<file path="src/hdl/assert_macros.svh">
// Assertion macros shared by the scheduler RTL.
// Needs a clock named clk_i and an active-low reset named rst_ni in scope.
`ifndef ASSERT_MACROS_SVH
`define ASSERT_MACROS_SVH

// Property must hold at every clock edge outside reset.
`define MCRQ_ASSERT(name, prop, msg) \
  name: assert property (@(posedge clk_i) disable iff (!rst_ni) (prop)) else $error(msg);

// When the antecedent holds, the consequent must hold in the next cycle.
`define MCRQ_ASSERT_NEXT(name, ante, cons, msg) \
  name: assert property (@(posedge clk_i) disable iff (!rst_ni) (ante) |=> (cons)) \
    else $error(msg);

`endif

</file>
<file path="src/hdl/mcrq_pkg.sv">
// Shared types, codes and constants of the multi-CPU ready queue scheduler.
// No dependencies; the front end, back end and top level import it.
`default_nettype none

package mcrq_pkg;

  // Field widths fixed by the interface
  localparam int unsigned CMD_W      = 3;
  localparam int unsigned CPU_W      = 4;
  localparam int unsigned PID_W      = 8;
  localparam int unsigned PRIO_W     = 4;
  localparam int unsigned ACT_W      = 2;
  localparam int unsigned SLICE_W    = 10;
  localparam int unsigned MODE_W     = 2;
  localparam int unsigned CPUS_W     = 5;
  localparam int unsigned REG_IDX_W  = 2;
  localparam int unsigned CFG_DATA_W = 10;

  // Default sizes
  localparam int unsigned QUEUE_DEPTH = 256;
  localparam int unsigned MAX_CPUS    = 16;

  // Configuration register indexes
  localparam logic [REG_IDX_W-1:0] REG_MODE  = 2'd0;
  localparam logic [REG_IDX_W-1:0] REG_SLICE = 2'd1;
  localparam logic [REG_IDX_W-1:0] REG_CPUS  = 2'd2;

  // Scheduling mode that enables wake preemption
  localparam logic [MODE_W-1:0] MODE_PRIO = 2'd2;

  typedef enum logic [CMD_W-1:0] {
    CMD_IDLE    = 3'd0,
    CMD_PREEMPT = 3'd1,
    CMD_YIELD   = 3'd2,
    CMD_TERM    = 3'd3,
    CMD_WAKE    = 3'd4
  } cmd_e;

  typedef enum logic [1:0] {
    OPK_SCHED,
    OPK_PREEMPT,
    OPK_WAKE
  } op_kind_e;

  typedef enum logic [ACT_W-1:0] {
    ACT_DISPATCH = 2'd0,
    ACT_RUN_IDLE = 2'd1,
    ACT_PREEMPT  = 2'd2,
    ACT_DROP     = 2'd3
  } act_e;

  // Classified event handed from the front end to the back end
  typedef struct packed {
    op_kind_e            kind;
    logic [CPU_W-1:0]    cpu;
    logic [PID_W-1:0]    pid;
    logic [PRIO_W-1:0]   prio;
  } op_t;

  // Result item
  typedef struct packed {
    act_e                action;
    logic [CPU_W-1:0]    target_cpu;
    logic [PID_W-1:0]    run_pid;
    logic [SLICE_W-1:0]  slice;
  } res_t;

endpackage

`default_nettype wire

</file>
<file path="src/hdl/mcrq_ram.sv">
// Generic single-write, single-read RAM with registered read data.
// No dependencies.
`default_nettype none

module mcrq_ram #(
  parameter int unsigned Width = 8,
  parameter int unsigned Depth = 256
) (
  input  wire logic                     clk_i,
  input  wire logic                     we_i,
  input  wire logic [$clog2(Depth)-1:0] waddr_i,
  input  wire logic [Width-1:0]         wdata_i,
  input  wire logic                     re_i,
  input  wire logic [$clog2(Depth)-1:0] raddr_i,
  output      logic [Width-1:0]         rdata_o
);

  logic [Width-1:0] mem_q [Depth];

  // Write port
  always_ff @(posedge clk_i) begin
    if (we_i) begin
      mem_q[waddr_i] <= wdata_i;
    end
  end

  // Registered read port
  always_ff @(posedge clk_i) begin
    if (re_i) begin
      rdata_o <= mem_q[raddr_i];
    end
  end

endmodule

`default_nettype wire

</file>
<file path="src/hdl/mcrq_fifo.sv">
// Two-entry queue used between the scheduler stages and at the result side.
// Uses assert_macros.svh.
`default_nettype none
`include "assert_macros.svh"

module mcrq_fifo #(
  parameter int unsigned Width = 8
) (
  input  wire logic             clk_i,
  input  wire logic             rst_ni,
  input  wire logic             push_i,
  input  wire logic [Width-1:0] data_i,
  output      logic             full_o,
  input  wire logic             pop_i,
  output      logic [Width-1:0] data_o,
  output      logic             empty_o
);

  logic [Width-1:0] mem_q [2];
  logic             wr_ptr_q, rd_ptr_q;
  logic [1:0]       cnt_q;
  logic             do_push, do_pop;

  assign full_o  = (cnt_q == 2'd2);
  assign empty_o = (cnt_q == 2'd0);
  assign do_push = push_i & ~full_o;
  assign do_pop  = pop_i & ~empty_o;
  assign data_o  = mem_q[rd_ptr_q];

  // Advance pointers and fill level
  always_ff @(posedge clk_i or negedge rst_ni) begin
    if (!rst_ni) begin
      wr_ptr_q <= 1'b0;
      rd_ptr_q <= 1'b0;
      cnt_q    <= 2'd0;
    end else begin
      if (do_push) wr_ptr_q <= ~wr_ptr_q;
      if (do_pop)  rd_ptr_q <= ~rd_ptr_q;
      if (do_push && !do_pop) begin
        cnt_q <= cnt_q + 2'd1;
      end else if (do_pop && !do_push) begin
        cnt_q <= cnt_q - 2'd1;
      end
    end
  end

  // Store entries
  always_ff @(posedge clk_i) begin
    if (do_push) begin
      mem_q[wr_ptr_q] <= data_i;
    end
  end

  `MCRQ_ASSERT(a_no_overflow, !(push_i && full_o), "push into a full queue")
  `MCRQ_ASSERT(a_no_underflow, !(pop_i && empty_o), "pop from an empty queue")
  `MCRQ_ASSERT(a_ptrs_agree, (cnt_q == 2'd1) == (wr_ptr_q != rd_ptr_q), "pointer mismatch")

endmodule

`default_nettype wire

</file>
<file path="src/hdl/mcrq_front.sv">
// Front end: accepts events, drops unknown commands and (but for wakes) out-of-range CPUs,
// classifies the rest and queues them for the back end. Uses mcrq_pkg, mcrq_fifo.
`default_nettype none

module mcrq_front #(
  parameter int unsigned MaxCpus = mcrq_pkg::MAX_CPUS
) (
  input  wire logic                          clk_i,
  input  wire logic                          rst_ni,
  input  wire logic                          push_i,
  output      logic                          full_o,
  input  wire logic [mcrq_pkg::CMD_W-1:0]    cmd_i,
  input  wire logic [mcrq_pkg::CPU_W-1:0]    cpu_i,
  input  wire logic [mcrq_pkg::PID_W-1:0]    pid_i,
  input  wire logic [mcrq_pkg::PRIO_W-1:0]   priority_req_i,
  input  wire logic [((($clog2(MaxCpus+1)) > mcrq_pkg::CPUS_W) ?
                      $clog2(MaxCpus+1) : mcrq_pkg::CPUS_W)-1:0] cpu_limit_i,
  input  wire logic                          op_pop_i,
  output      mcrq_pkg::op_t                 op_o,
  output      logic                          op_empty_o
);

  import mcrq_pkg::*;

  localparam int unsigned LimW = ($clog2(MaxCpus+1) > CPUS_W) ? $clog2(MaxCpus+1) : CPUS_W;

  op_t  op;
  logic op_valid;
  logic in_range;
  logic accept;

  assign accept   = push_i & ~full_o;
  assign in_range = (LimW'(cpu_i) < cpu_limit_i);

  // Classify the event
  always_comb begin
    op.cpu   = cpu_i;
    op.pid   = pid_i;
    op.prio  = priority_req_i;
    op.kind  = OPK_SCHED;
    op_valid = 1'b0;
    unique case (cmd_e'(cmd_i)) inside
      CMD_IDLE, CMD_YIELD, CMD_TERM: begin
        op.kind  = OPK_SCHED;
        op_valid = in_range;
      end
      CMD_PREEMPT: begin
        op.kind  = OPK_PREEMPT;
        op_valid = in_range;
      end
      CMD_WAKE: begin
        op.kind  = OPK_WAKE;
        op_valid = 1'b1;
      end
      default: begin
        op_valid = 1'b0;
      end
    endcase
  end

  mcrq_fifo #(
    .Width($bits(op_t))
  ) u_op_fifo (
    .clk_i  (clk_i),
    .rst_ni (rst_ni),
    .push_i (accept & op_valid),
    .data_i (op),
    .full_o (full_o),
    .pop_i  (op_pop_i),
    .data_o (op_o),
    .empty_o(op_empty_o)
  );

endmodule

`default_nettype wire

</file>
<file path="src/hdl/mcrq_back.sv">
// Back end: ready queue, CPU table and the sequencer that carries out events.
// Uses mcrq_pkg, mcrq_ram and assert_macros.svh.
`default_nettype none
`include "assert_macros.svh"

module mcrq_back #(
  parameter int unsigned QueueDepth = mcrq_pkg::QUEUE_DEPTH,
  parameter int unsigned MaxCpus    = mcrq_pkg::MAX_CPUS
) (
  input  wire logic                          clk_i,
  input  wire logic                          rst_ni,
  input  wire logic                          op_empty_i,
  input  wire mcrq_pkg::op_t                 op_i,
  output      logic                          op_pop_o,
  input  wire logic                          out_full_i,
  output      logic                          res_push_o,
  output      mcrq_pkg::res_t                res_o,
  input  wire logic [mcrq_pkg::MODE_W-1:0]   sched_mode_i,
  input  wire logic [mcrq_pkg::SLICE_W-1:0]  time_slice_i,
  input  wire logic [((($clog2(MaxCpus+1)) > mcrq_pkg::CPUS_W) ?
                      $clog2(MaxCpus+1) : mcrq_pkg::CPUS_W)-1:0] cpu_limit_i
);

  import mcrq_pkg::*;

  localparam int unsigned AddrW   = $clog2(QueueDepth);
  localparam int unsigned CntW    = $clog2(QueueDepth + 1);
  localparam int unsigned CpuIdxW = (MaxCpus > 1) ? $clog2(MaxCpus) : 1;
  localparam int unsigned LimW    = ($clog2(MaxCpus+1) > CPUS_W) ? $clog2(MaxCpus+1) : CPUS_W;
  localparam int unsigned EntW    = PID_W + PRIO_W;

  typedef enum logic [2:0] {
    S_IDLE,
    S_START,
    S_READ,
    S_DISP,
    S_SCAN
  } state_e;

  state_e               state_q, state_d;
  op_t                  op_q, op_d;
  logic [AddrW-1:0]     head_q, head_d, tail_q, tail_d;
  logic [CntW-1:0]      count_q, count_d;
  logic [MaxCpus-1:0]   busy_q, busy_d;
  logic [PID_W-1:0]     cpu_pid_q  [MaxCpus];
  logic [PRIO_W-1:0]    cpu_prio_q [MaxCpus];
  logic [LimW-1:0]      scan_q, scan_d;
  logic [CpuIdxW-1:0]   best_q, best_d;
  logic [PRIO_W-1:0]    best_prio_q, best_prio_d;

  logic [CpuIdxW-1:0]   rd_idx, op_idx, cand_idx;
  logic                 rd_busy, take, q_full, q_empty;
  logic [PID_W-1:0]     rd_pid;
  logic [PRIO_W-1:0]    rd_prio, cand_prio;
  logic                 tbl_we;
  logic                 ram_we, ram_re;
  logic [EntW-1:0]      ram_wdata, ram_rdata;
  logic [AddrW-1:0]     head_nxt, tail_nxt;

  assign op_idx   = CpuIdxW'(op_q.cpu);
  assign rd_idx   = (state_q == S_SCAN) ? scan_q[CpuIdxW-1:0] : op_idx;
  assign rd_busy  = busy_q[rd_idx];
  assign rd_pid   = cpu_pid_q[rd_idx];
  assign rd_prio  = cpu_prio_q[rd_idx];
  assign q_full   = (count_q == CntW'(QueueDepth));
  assign q_empty  = (count_q == '0);
  assign head_nxt = (head_q == AddrW'(QueueDepth - 1)) ? '0 : head_q + AddrW'(1);
  assign tail_nxt = (tail_q == AddrW'(QueueDepth - 1)) ? '0 : tail_q + AddrW'(1);

  // Running minimum of the scan, lowest index wins ties
  assign take      = (scan_q == '0) || (rd_prio < best_prio_q);
  assign cand_idx  = take ? rd_idx : best_q;
  assign cand_prio = take ? rd_prio : best_prio_q;

  // Sequence one event at a time
  always_comb begin
    state_d     = state_q;
    op_d        = op_q;
    head_d      = head_q;
    tail_d      = tail_q;
    count_d     = count_q;
    busy_d      = busy_q;
    scan_d      = scan_q;
    best_d      = best_q;
    best_prio_d = best_prio_q;
    op_pop_o    = 1'b0;
    res_push_o  = 1'b0;
    res_o.action     = ACT_DISPATCH;
    res_o.target_cpu = op_q.cpu;
    res_o.run_pid    = '0;
    res_o.slice      = '0;
    ram_we      = 1'b0;
    ram_wdata   = {op_q.pid, op_q.prio};
    ram_re      = 1'b0;
    tbl_we      = 1'b0;

    unique case (state_q)
      S_IDLE: begin
        // Take the next event only while a result slot is free
        if (!op_empty_i && !out_full_i) begin
          op_pop_o = 1'b1;
          op_d     = op_i;
          state_d  = S_START;
        end
      end

      S_START: begin
        state_d = S_IDLE;
        if (op_q.kind == OPK_WAKE) begin
          if (q_full) begin
            res_push_o       = 1'b1;
            res_o.action     = ACT_DROP;
            res_o.target_cpu = '0;
          end else begin
            ram_we    = 1'b1;
            ram_wdata = {op_q.pid, op_q.prio};
            tail_d    = tail_nxt;
            count_d   = count_q + CntW'(1);
            if (sched_mode_i == MODE_PRIO) begin
              scan_d  = '0;
              state_d = S_SCAN;
            end
          end
        end else if (op_q.kind == OPK_PREEMPT && rd_busy && q_full) begin
          // Requeue does not fit: CPU keeps its process
          res_push_o   = 1'b1;
          res_o.action = ACT_DROP;
        end else begin
          if (op_q.kind == OPK_PREEMPT && rd_busy) begin
            // Requeue the running process, then dispatch the head
            ram_we    = 1'b1;
            ram_wdata = {rd_pid, rd_prio};
            tail_d    = tail_nxt;
            count_d   = count_q + CntW'(1);
            state_d   = S_READ;
          end else if (q_empty) begin
            busy_d[op_idx] = 1'b0;
            res_push_o     = 1'b1;
            res_o.action   = ACT_RUN_IDLE;
            res_o.slice    = time_slice_i;
          end else begin
            state_d = S_READ;
          end
        end
      end

      S_READ: begin
        ram_re  = 1'b1;
        state_d = S_DISP;
      end

      S_DISP: begin
        tbl_we         = 1'b1;
        busy_d[op_idx] = 1'b1;
        head_d         = head_nxt;
        count_d        = count_q - CntW'(1);
        res_push_o     = 1'b1;
        res_o.action   = ACT_DISPATCH;
        res_o.run_pid  = ram_rdata[EntW-1:PRIO_W];
        res_o.slice    = time_slice_i;
        state_d        = S_IDLE;
      end

      S_SCAN: begin
        if (!rd_busy) begin
          // An idle CPU will pick the process up
          state_d = S_IDLE;
        end else begin
          best_d      = cand_idx;
          best_prio_d = cand_prio;
          scan_d      = scan_q + LimW'(1);
          if (scan_q == cpu_limit_i - LimW'(1)) begin
            state_d = S_IDLE;
            if (cand_prio <= op_q.prio) begin
              res_push_o       = 1'b1;
              res_o.action     = ACT_PREEMPT;
              res_o.target_cpu = CPU_W'(cand_idx);
            end
          end
        end
      end

      default: begin
        state_d = S_IDLE;
      end
    endcase
  end

  // Hold state and control registers
  always_ff @(posedge clk_i or negedge rst_ni) begin
    if (!rst_ni) begin
      state_q <= S_IDLE;
      head_q  <= '0;
      tail_q  <= '0;
      count_q <= '0;
      busy_q  <= '0;
      scan_q  <= '0;
    end else begin
      state_q <= state_d;
      head_q  <= head_d;
      tail_q  <= tail_d;
      count_q <= count_d;
      busy_q  <= busy_d;
      scan_q  <= scan_d;
    end
  end

  // Payload registers
  always_ff @(posedge clk_i) begin
    op_q        <= op_d;
    best_q      <= best_d;
    best_prio_q <= best_prio_d;
    if (tbl_we) begin
      cpu_pid_q[op_idx]  <= ram_rdata[EntW-1:PRIO_W];
      cpu_prio_q[op_idx] <= ram_rdata[PRIO_W-1:0];
    end
  end

  mcrq_ram #(
    .Width(EntW),
    .Depth(QueueDepth)
  ) u_ready_ram (
    .clk_i  (clk_i),
    .we_i   (ram_we),
    .waddr_i(tail_q),
    .wdata_i(ram_wdata),
    .re_i   (ram_re),
    .raddr_i(head_q),
    .rdata_o(ram_rdata)
  );

  `MCRQ_ASSERT(a_count_bound, count_q <= CntW'(QueueDepth), "ready queue count overrun")
  `MCRQ_ASSERT(a_ptr_match, (count_q != '0 && !q_full) || head_q == tail_q, "queue pointers drift")
  `MCRQ_ASSERT(a_result_room, !(res_push_o && out_full_i), "result with no free slot")
  `MCRQ_ASSERT(a_disp_nonempty, state_q != S_DISP || count_q != '0, "dispatch from empty queue")
  `MCRQ_ASSERT_NEXT(a_read_then_disp, state_q == S_READ, state_q == S_DISP, "read not followed by dispatch")

endmodule

`default_nettype wire

</file>
<file path="src/hdl/multi_cpu_ready_queue_scheduler.sv">
// Ready queue scheduler for several CPUs: FIFO ready queue plus per-CPU table.
// Back-end states: IDLE, START for run idle, a drop or no result; IDLE, START, READ, DISP for
// a dispatch. A wake in priority mode adds SCAN over up to the clamped CPU count of entries.
// A result is written to the result queue in its last state and shows on the output ports once
// earlier results are popped; the CPU table read port sets the scan rate.
// Reset (async, active low) empties all queues, marks every CPU idle and loads register defaults.
`default_nettype none

module multi_cpu_ready_queue_scheduler #(
  parameter int unsigned QueueDepth = mcrq_pkg::QUEUE_DEPTH,
  parameter int unsigned MaxCpus    = mcrq_pkg::MAX_CPUS
) (
  input  wire logic                              clk_i,
  input  wire logic                              rst_ni,
  // Event input
  input  wire logic                              push,
  output      logic                              full,
  input  wire logic [mcrq_pkg::CMD_W-1:0]        cmd_i,
  input  wire logic [mcrq_pkg::CPU_W-1:0]        cpu_i,
  input  wire logic [mcrq_pkg::PID_W-1:0]        pid_i,
  input  wire logic [mcrq_pkg::PRIO_W-1:0]       priority_req_i,
  // Result output
  output      logic                              empty,
  input  wire logic                              pop,
  output      logic [mcrq_pkg::ACT_W-1:0]        action_o,
  output      logic [mcrq_pkg::CPU_W-1:0]        target_cpu_o,
  output      logic [mcrq_pkg::PID_W-1:0]        run_pid_o,
  output      logic [mcrq_pkg::SLICE_W-1:0]      slice_o,
  // Configuration writes
  input  wire logic                              cfg_valid_i,
  output      logic                              cfg_ready_o,
  input  wire logic [mcrq_pkg::REG_IDX_W-1:0]    cfg_index_i,
  input  wire logic [mcrq_pkg::CFG_DATA_W-1:0]   cfg_data_i
);

  import mcrq_pkg::*;

  localparam int unsigned LimW = ($clog2(MaxCpus+1) > CPUS_W) ? $clog2(MaxCpus+1) : CPUS_W;

  logic [MODE_W-1:0]  mode_q;
  logic [SLICE_W-1:0] slice_q;
  logic [CPUS_W-1:0]  cpus_q;
  logic [LimW-1:0]    cpus_ext, cpu_limit;

  op_t  op;
  logic op_empty, op_pop;
  res_t res_in, res_out;
  logic res_push, res_full;

  assign cfg_ready_o = 1'b1;

  // Load configuration registers
  always_ff @(posedge clk_i or negedge rst_ni) begin
    if (!rst_ni) begin
      mode_q  <= '0;
      slice_q <= '0;
      cpus_q  <= CPUS_W'(1);
    end else if (cfg_valid_i && cfg_ready_o) begin
      unique case (cfg_index_i)
        REG_MODE:  mode_q  <= cfg_data_i[MODE_W-1:0];
        REG_SLICE: slice_q <= cfg_data_i[SLICE_W-1:0];
        REG_CPUS:  cpus_q  <= cfg_data_i[CPUS_W-1:0];
        default: ;
      endcase
    end
  end

  // Clamp the CPU count to 1..MaxCpus
  assign cpus_ext  = LimW'(cpus_q);
  assign cpu_limit = (cpus_ext == '0) ? LimW'(1) :
                     (cpus_ext > LimW'(MaxCpus)) ? LimW'(MaxCpus) : cpus_ext;

  mcrq_front #(
    .MaxCpus(MaxCpus)
  ) u_front (
    .clk_i         (clk_i),
    .rst_ni        (rst_ni),
    .push_i        (push),
    .full_o        (full),
    .cmd_i         (cmd_i),
    .cpu_i         (cpu_i),
    .pid_i         (pid_i),
    .priority_req_i(priority_req_i),
    .cpu_limit_i   (cpu_limit),
    .op_pop_i      (op_pop),
    .op_o          (op),
    .op_empty_o    (op_empty)
  );

  mcrq_back #(
    .QueueDepth(QueueDepth),
    .MaxCpus   (MaxCpus)
  ) u_back (
    .clk_i       (clk_i),
    .rst_ni      (rst_ni),
    .op_empty_i  (op_empty),
    .op_i        (op),
    .op_pop_o    (op_pop),
    .out_full_i  (res_full),
    .res_push_o  (res_push),
    .res_o       (res_in),
    .sched_mode_i(mode_q),
    .time_slice_i(slice_q),
    .cpu_limit_i (cpu_limit)
  );

  mcrq_fifo #(
    .Width($bits(res_t))
  ) u_res_fifo (
    .clk_i  (clk_i),
    .rst_ni (rst_ni),
    .push_i (res_push),
    .data_i (res_in),
    .full_o (res_full),
    .pop_i  (pop & ~empty),
    .data_o (res_out),
    .empty_o(empty)
  );

  assign action_o     = res_out.action;
  assign target_cpu_o = res_out.target_cpu;
  assign run_pid_o    = res_out.run_pid;
  assign slice_o      = res_out.slice;

endmodule

`default_nettype wire
</file>
<file path="config.mk">
export PLATFORM = sky130hd
export DESIGN_NAME = multi_cpu_ready_queue_scheduler
export DESIGN_NICKNAME = d
export VERILOG_FILES = /design/src/hdl/mcrq_pkg.sv /design/src/hdl/mcrq_ram.sv /design/src/hdl/mcrq_fifo.sv /design/src/hdl/mcrq_front.sv /design/src/hdl/mcrq_back.sv /design/src/hdl/multi_cpu_ready_queue_scheduler.sv
export VERILOG_INCLUDE_DIRS = /design/src /design/src/hdl
export SDC_FILE = /design/constraint.sdc
export NUM_CORES = 2
export LEC_CHECK = 0
export BUFFER_PORTS_ARGS = -buffer_cell sky130_fd_sc_hd__buf_2
export CAP_MARGIN = 20
export CORE_MARGIN = 3
export CORE_UTILIZATION = 50
export CTS_CLUSTER_DIAMETER = 200
export DETAILED_ROUTE_END_ITERATION = 8
export HOLD_SLACK_MARGIN = 0.06
export PLACE_DENSITY = 0.63
export SLEW_MARGIN = 20
export SYNTH_ARGS = -nofsm -noshare
export SYNTH_HDL_FRONTEND = slang
export SYNTH_SLANG_ARGS = --single-unit
</file>
<file path="constraint.sdc">
create_clock -name clk_i -period 20.3 [get_ports clk_i]
set_input_delay 2.03 -clock clk_i [delete_from_list [all_inputs] [get_ports clk_i]]
set_output_delay 2.03 -clock clk_i [all_outputs]
set_load 0.01 [all_outputs]
</file>
==> run metrics <==
global route overflow 0; min-delay src u_front.u_op_fifo.wr_ptr_q; hpwl dp 186000 µm; Fin Setup TNS 0 ns; Leak Pwr 0.0471 µW; antenna-violating nets left 0; worst hold path class flop to flop; Cells after Synth 5940; reg-to-reg slack, setup 12.36 ns; Die Ht 524 µm; Setup Skew 0.0591 ns; clk root buf clkbuf_16; vias in the first global route 63000; nets 6347; clock insertion delay at the later pin of the skew report 0.89 ns; CP max FO 52; core area 266000 µm²; number of antenna violations at the first check in global routing 12; Die Span X 524 µm; area of the die 275000 µm²; port bufs 61; Rel. slew slack 19.4%; fin crit period 7.94 ns; initial core utilization 50.4%; PwrDens 141 nW/µm²; IO Pins 63; global-route wire length before repair 465000 µm; final setup violation count 0; GRT Total Usage 23.4%; post-CTS repair timing setup buffer count 0; Routability Congestion 0.816; hold buffer count at cts 0; crit-path cells or3b_1 -> a21boi_4 -> buf_4 -> buf_4 -> nand2_1 -> and3_1 -> a311oi_1 -> a211oi_1 -> a21oi_1 -> ha_1 -> a211oi_1 -> nand2_1 -> o21ai_1 -> mux2_2 -> ha_1 -> nor2b_1 -> o21ai_0 -> nand2b_1 -> a21oi_1 -> a41o_1 -> nand3_1 -> a32oi_1 -> and2_2; Worst R2R Start u_back.state_q[1]; Reg clk slew, reported paths 0.06 ns; Filler cells 19200; CTS Buf Count 354; synthesized area 134000 µm²; Worst Setup End Kind flop; asr flop ratio synth 2.14%; final wirelength 320000 µm; number of flops mapped to enable cells by yosys 3386; register area 104000 µm²; Max IR drop VDD 0.110 mV; yosys warns 0; post-synthesis register bit count 3460; Max Cap Viol 0; synth-to-layout area growth 13.1%; wire length per cell 31.7 µm; via count 63000; clk buf depth 4; Top FF cell, synth edfxtp_1; CTS sink cnt 3460; Final period util 39.1%; Mapped Nets 6004; CP required 20.80 ns; actual slew at the worst max-slew pin 1.21 ns; DRC violations left 0; Final Max Tran Viols 0; share of post-route cells with drive strength above 1 31.8%; pin count of the biggest net entering global routing 205; status finished clean; CTS tree done; utilization after layout 57.0%; # resized after CTS 0; CP Launch Point u_back.state_q[1]; sequential area share after synthesis 77.1%; Max stage delay on crit path 0.72 ns; Multi-input gate area 29800 µm²; Arr. time, crit path 8.43 ns; Fmax achieved 0.126 GHz; # H-tree levels 5; RSZ-0062 raised after global routing no; Netlist cell types 72; Row Count 189; Critical Path Start Type flop; syn avg cell area 22.6 µm²; Via density 6.23; WS Path Type flop to flop; 1st-iter DRT viols 7454; Worst path slowest cell or3b_1; final hold violation count 0; Initial DRT Pass Iterations 5
layout make-up:
class                   instances  share of cell area, %
repair buffers                324                   1.63
well taps                    3533                   2.91
clock inverters               190                   1.32
multi-input cells            2112                   19.6
inverters                      31                 0.0766
flip-flops and latches       3460                   68.2
diodes                          5                0.00824
clock buffers                 444                   6.25
synthesized netlist by cell type, types with 4 or more instances:
cell type	n	area share (%)
edfxtp_1	3386	76
mux4_2	1016	17
nor2_1	302	0.84
nand2_1	247	0.69
clkbuf_1	215	0.60
buf_2	85	0.32
mux2_2	75	0.63
dfrtp_1	73	1.4
and3_1	58	0.27
inv_1	31	0.087
nand3_1	31	0.12
buf_1	30	0.084
ha_1	27	0.25
a31oi_1	26	0.12
nor2b_1	25	0.12
o31ai_1	25	0.14
a211oi_1	24	0.13
a22oi_1	24	0.13
a311oi_1	22	0.14
o21ai_0	22	0.082
xnor2_1	19	0.12
a21oi_1	17	0.063
o21ai_1	17	0.063
xor2_1	14	0.091
and2_1	12	0.056
nand4_1	11	0.051
nor3_1	10	0.037
nand2b_1	9	0.042
o211ai_1	9	0.050
mux2i_1	8	0.060
buf_6	5	0.042
o41ai_1	4	0.026
flip-flops by register name (all words and copies together), names as in the netlist, 2 cells and up, named ones only:
name	count
u_back.best_prio_q	4
u_back.scan_q	5
mode_q	2
u_back.u_ready_ram.rdata_o	12
u_back.head_q	8
cpus_ext	5
u_back.tail_q	8
u_back.cpu_prio_q	64
u_front.u_op_fifo.cnt_q	2
u_back.op_idx	4
slice_q	10
u_back.u_ready_ram.mem_q	3072
u_back.cpu_pid_q	128
u_back.count_q	9
u_res_fifo.mem_q	48
u_back.op_q	14
u_front.u_op_fifo.mem_q	36
u_back.best_q	4
u_back.state_q	3
u_res_fifo.cnt_q	2
worst paths after layout:
kind,end,depth (start not counted)
setup / recovery,u_res_fifo.mem_q[1][3],23
hold / removal,u_front.u_op_fifo.wr_ptr_q,1
setup reg to reg,u_res_fifo.mem_q[1][3],23
hold reg to reg,u_front.u_op_fifo.wr_ptr_q,1
max in group asynchronous,u_front.u_op_fifo.wr_ptr_q,2
min in group asynchronous,u_back.head_q[5],1
placed cells by master (no fill, tap or decap), types with 24 or more instances in the layout:
master / synthesis / routed
mux2_2: 75 / 71
a22oi_1: 24 / 24
clkbuf_16: 0 / 362
nand2_1: 247 / 235
clkinv_2: 0 / 58
and3_1: 58 / 58
nand3_1: 31 / 26
mux4_2: 1016 / 1016
inv_1: 31 / 31
clkbuf_1: 215 / 70
a31oi_1: 26 / 26
a211oi_1: 24 / 24
clkinv_1: 0 / 63
nor2_2: 0 / 118
ha_1: 27 / 27
dfrtp_1: 73 / 67
buf_2: 85 / 60
nor2_1: 302 / 184
nor2b_1: 25 / 25
buf_4: 2 / 243
edfxtp_1: 3386 / 3386
bufinv_16: 0 / 37
logic make-up (layout without fill, tap and decap cells):
logic type / count (synthesis) / count (layout) / share of synthesized area (%)
compound gates: 222 / 222 / 1.17
flops: 3460 / 3460 / 77.1
other cells: 1 / 6 / 0.00279
xor+xnor: 33 / 33 / 0.215
simple gates: 727 / 727 / 2.36
mux: 1101 / 1101 / 17.7
buf+inv: 368 / 989 / 1.14
fa+ha+maj: 28 / 28 / 0.266
routing by layer:
| layer | vias up | part of all wire, % | track usage, % |
|---|---|---|---|
| met5 | - | 0 | 0 |
| li1 | 25700 | - | - |
| met1 | 34200 | 42 | 34.9 |
| met3 | 419 | 7.5 | 3.81 |
| met4 | 0 | 2.4 | 5.88 |
| met2 | 2605 | 48 | 36.6 |
where the power goes:
group          total [µW]  leakage [µW]  internal, µW  switching, µW
Clock                6440       0.00559          3780           2660
Sequential           9160        0.0314          8900            254
Combinational        5790        0.0101          2280           3510
critical path, delay by kind of cell, from the launching register on:
| kind | cells | cell delay, ns |
|---|---|---|
| and+or+nand+nor | 8 | 2.23 |
| AOI/OAI and AO/OA | 10 | 2.79 |
| buffers and inverters | 2 | 0.92 |
| muxes | 1 | 0.43 |
| adders and majority gates | 2 | 0.60 |
| DFF | 1 | 0.56 |
metrics by stage:
stage | hold slack [ns] | instance area (µm²) | worst slack [ns] | total power [µW] | instances
floorplan | 0.455 | 134000 | 5.40 | 13200 | 5940
global placement | 0.469 | 140000 | 12.09 | 15000 | 9445
detailed placement | 0.487 | 140000 | 12.02 | 15200 | 9457
CTS | 0.497 | 152000 | 11.97 | 21600 | 10100
global route | 0.512 | 152000 | 11.73 | 22200 | 10100
finish | 0.494 | 152000 | 12.36 | 21400 | 10100
Power figures use the tool's default switching activity.
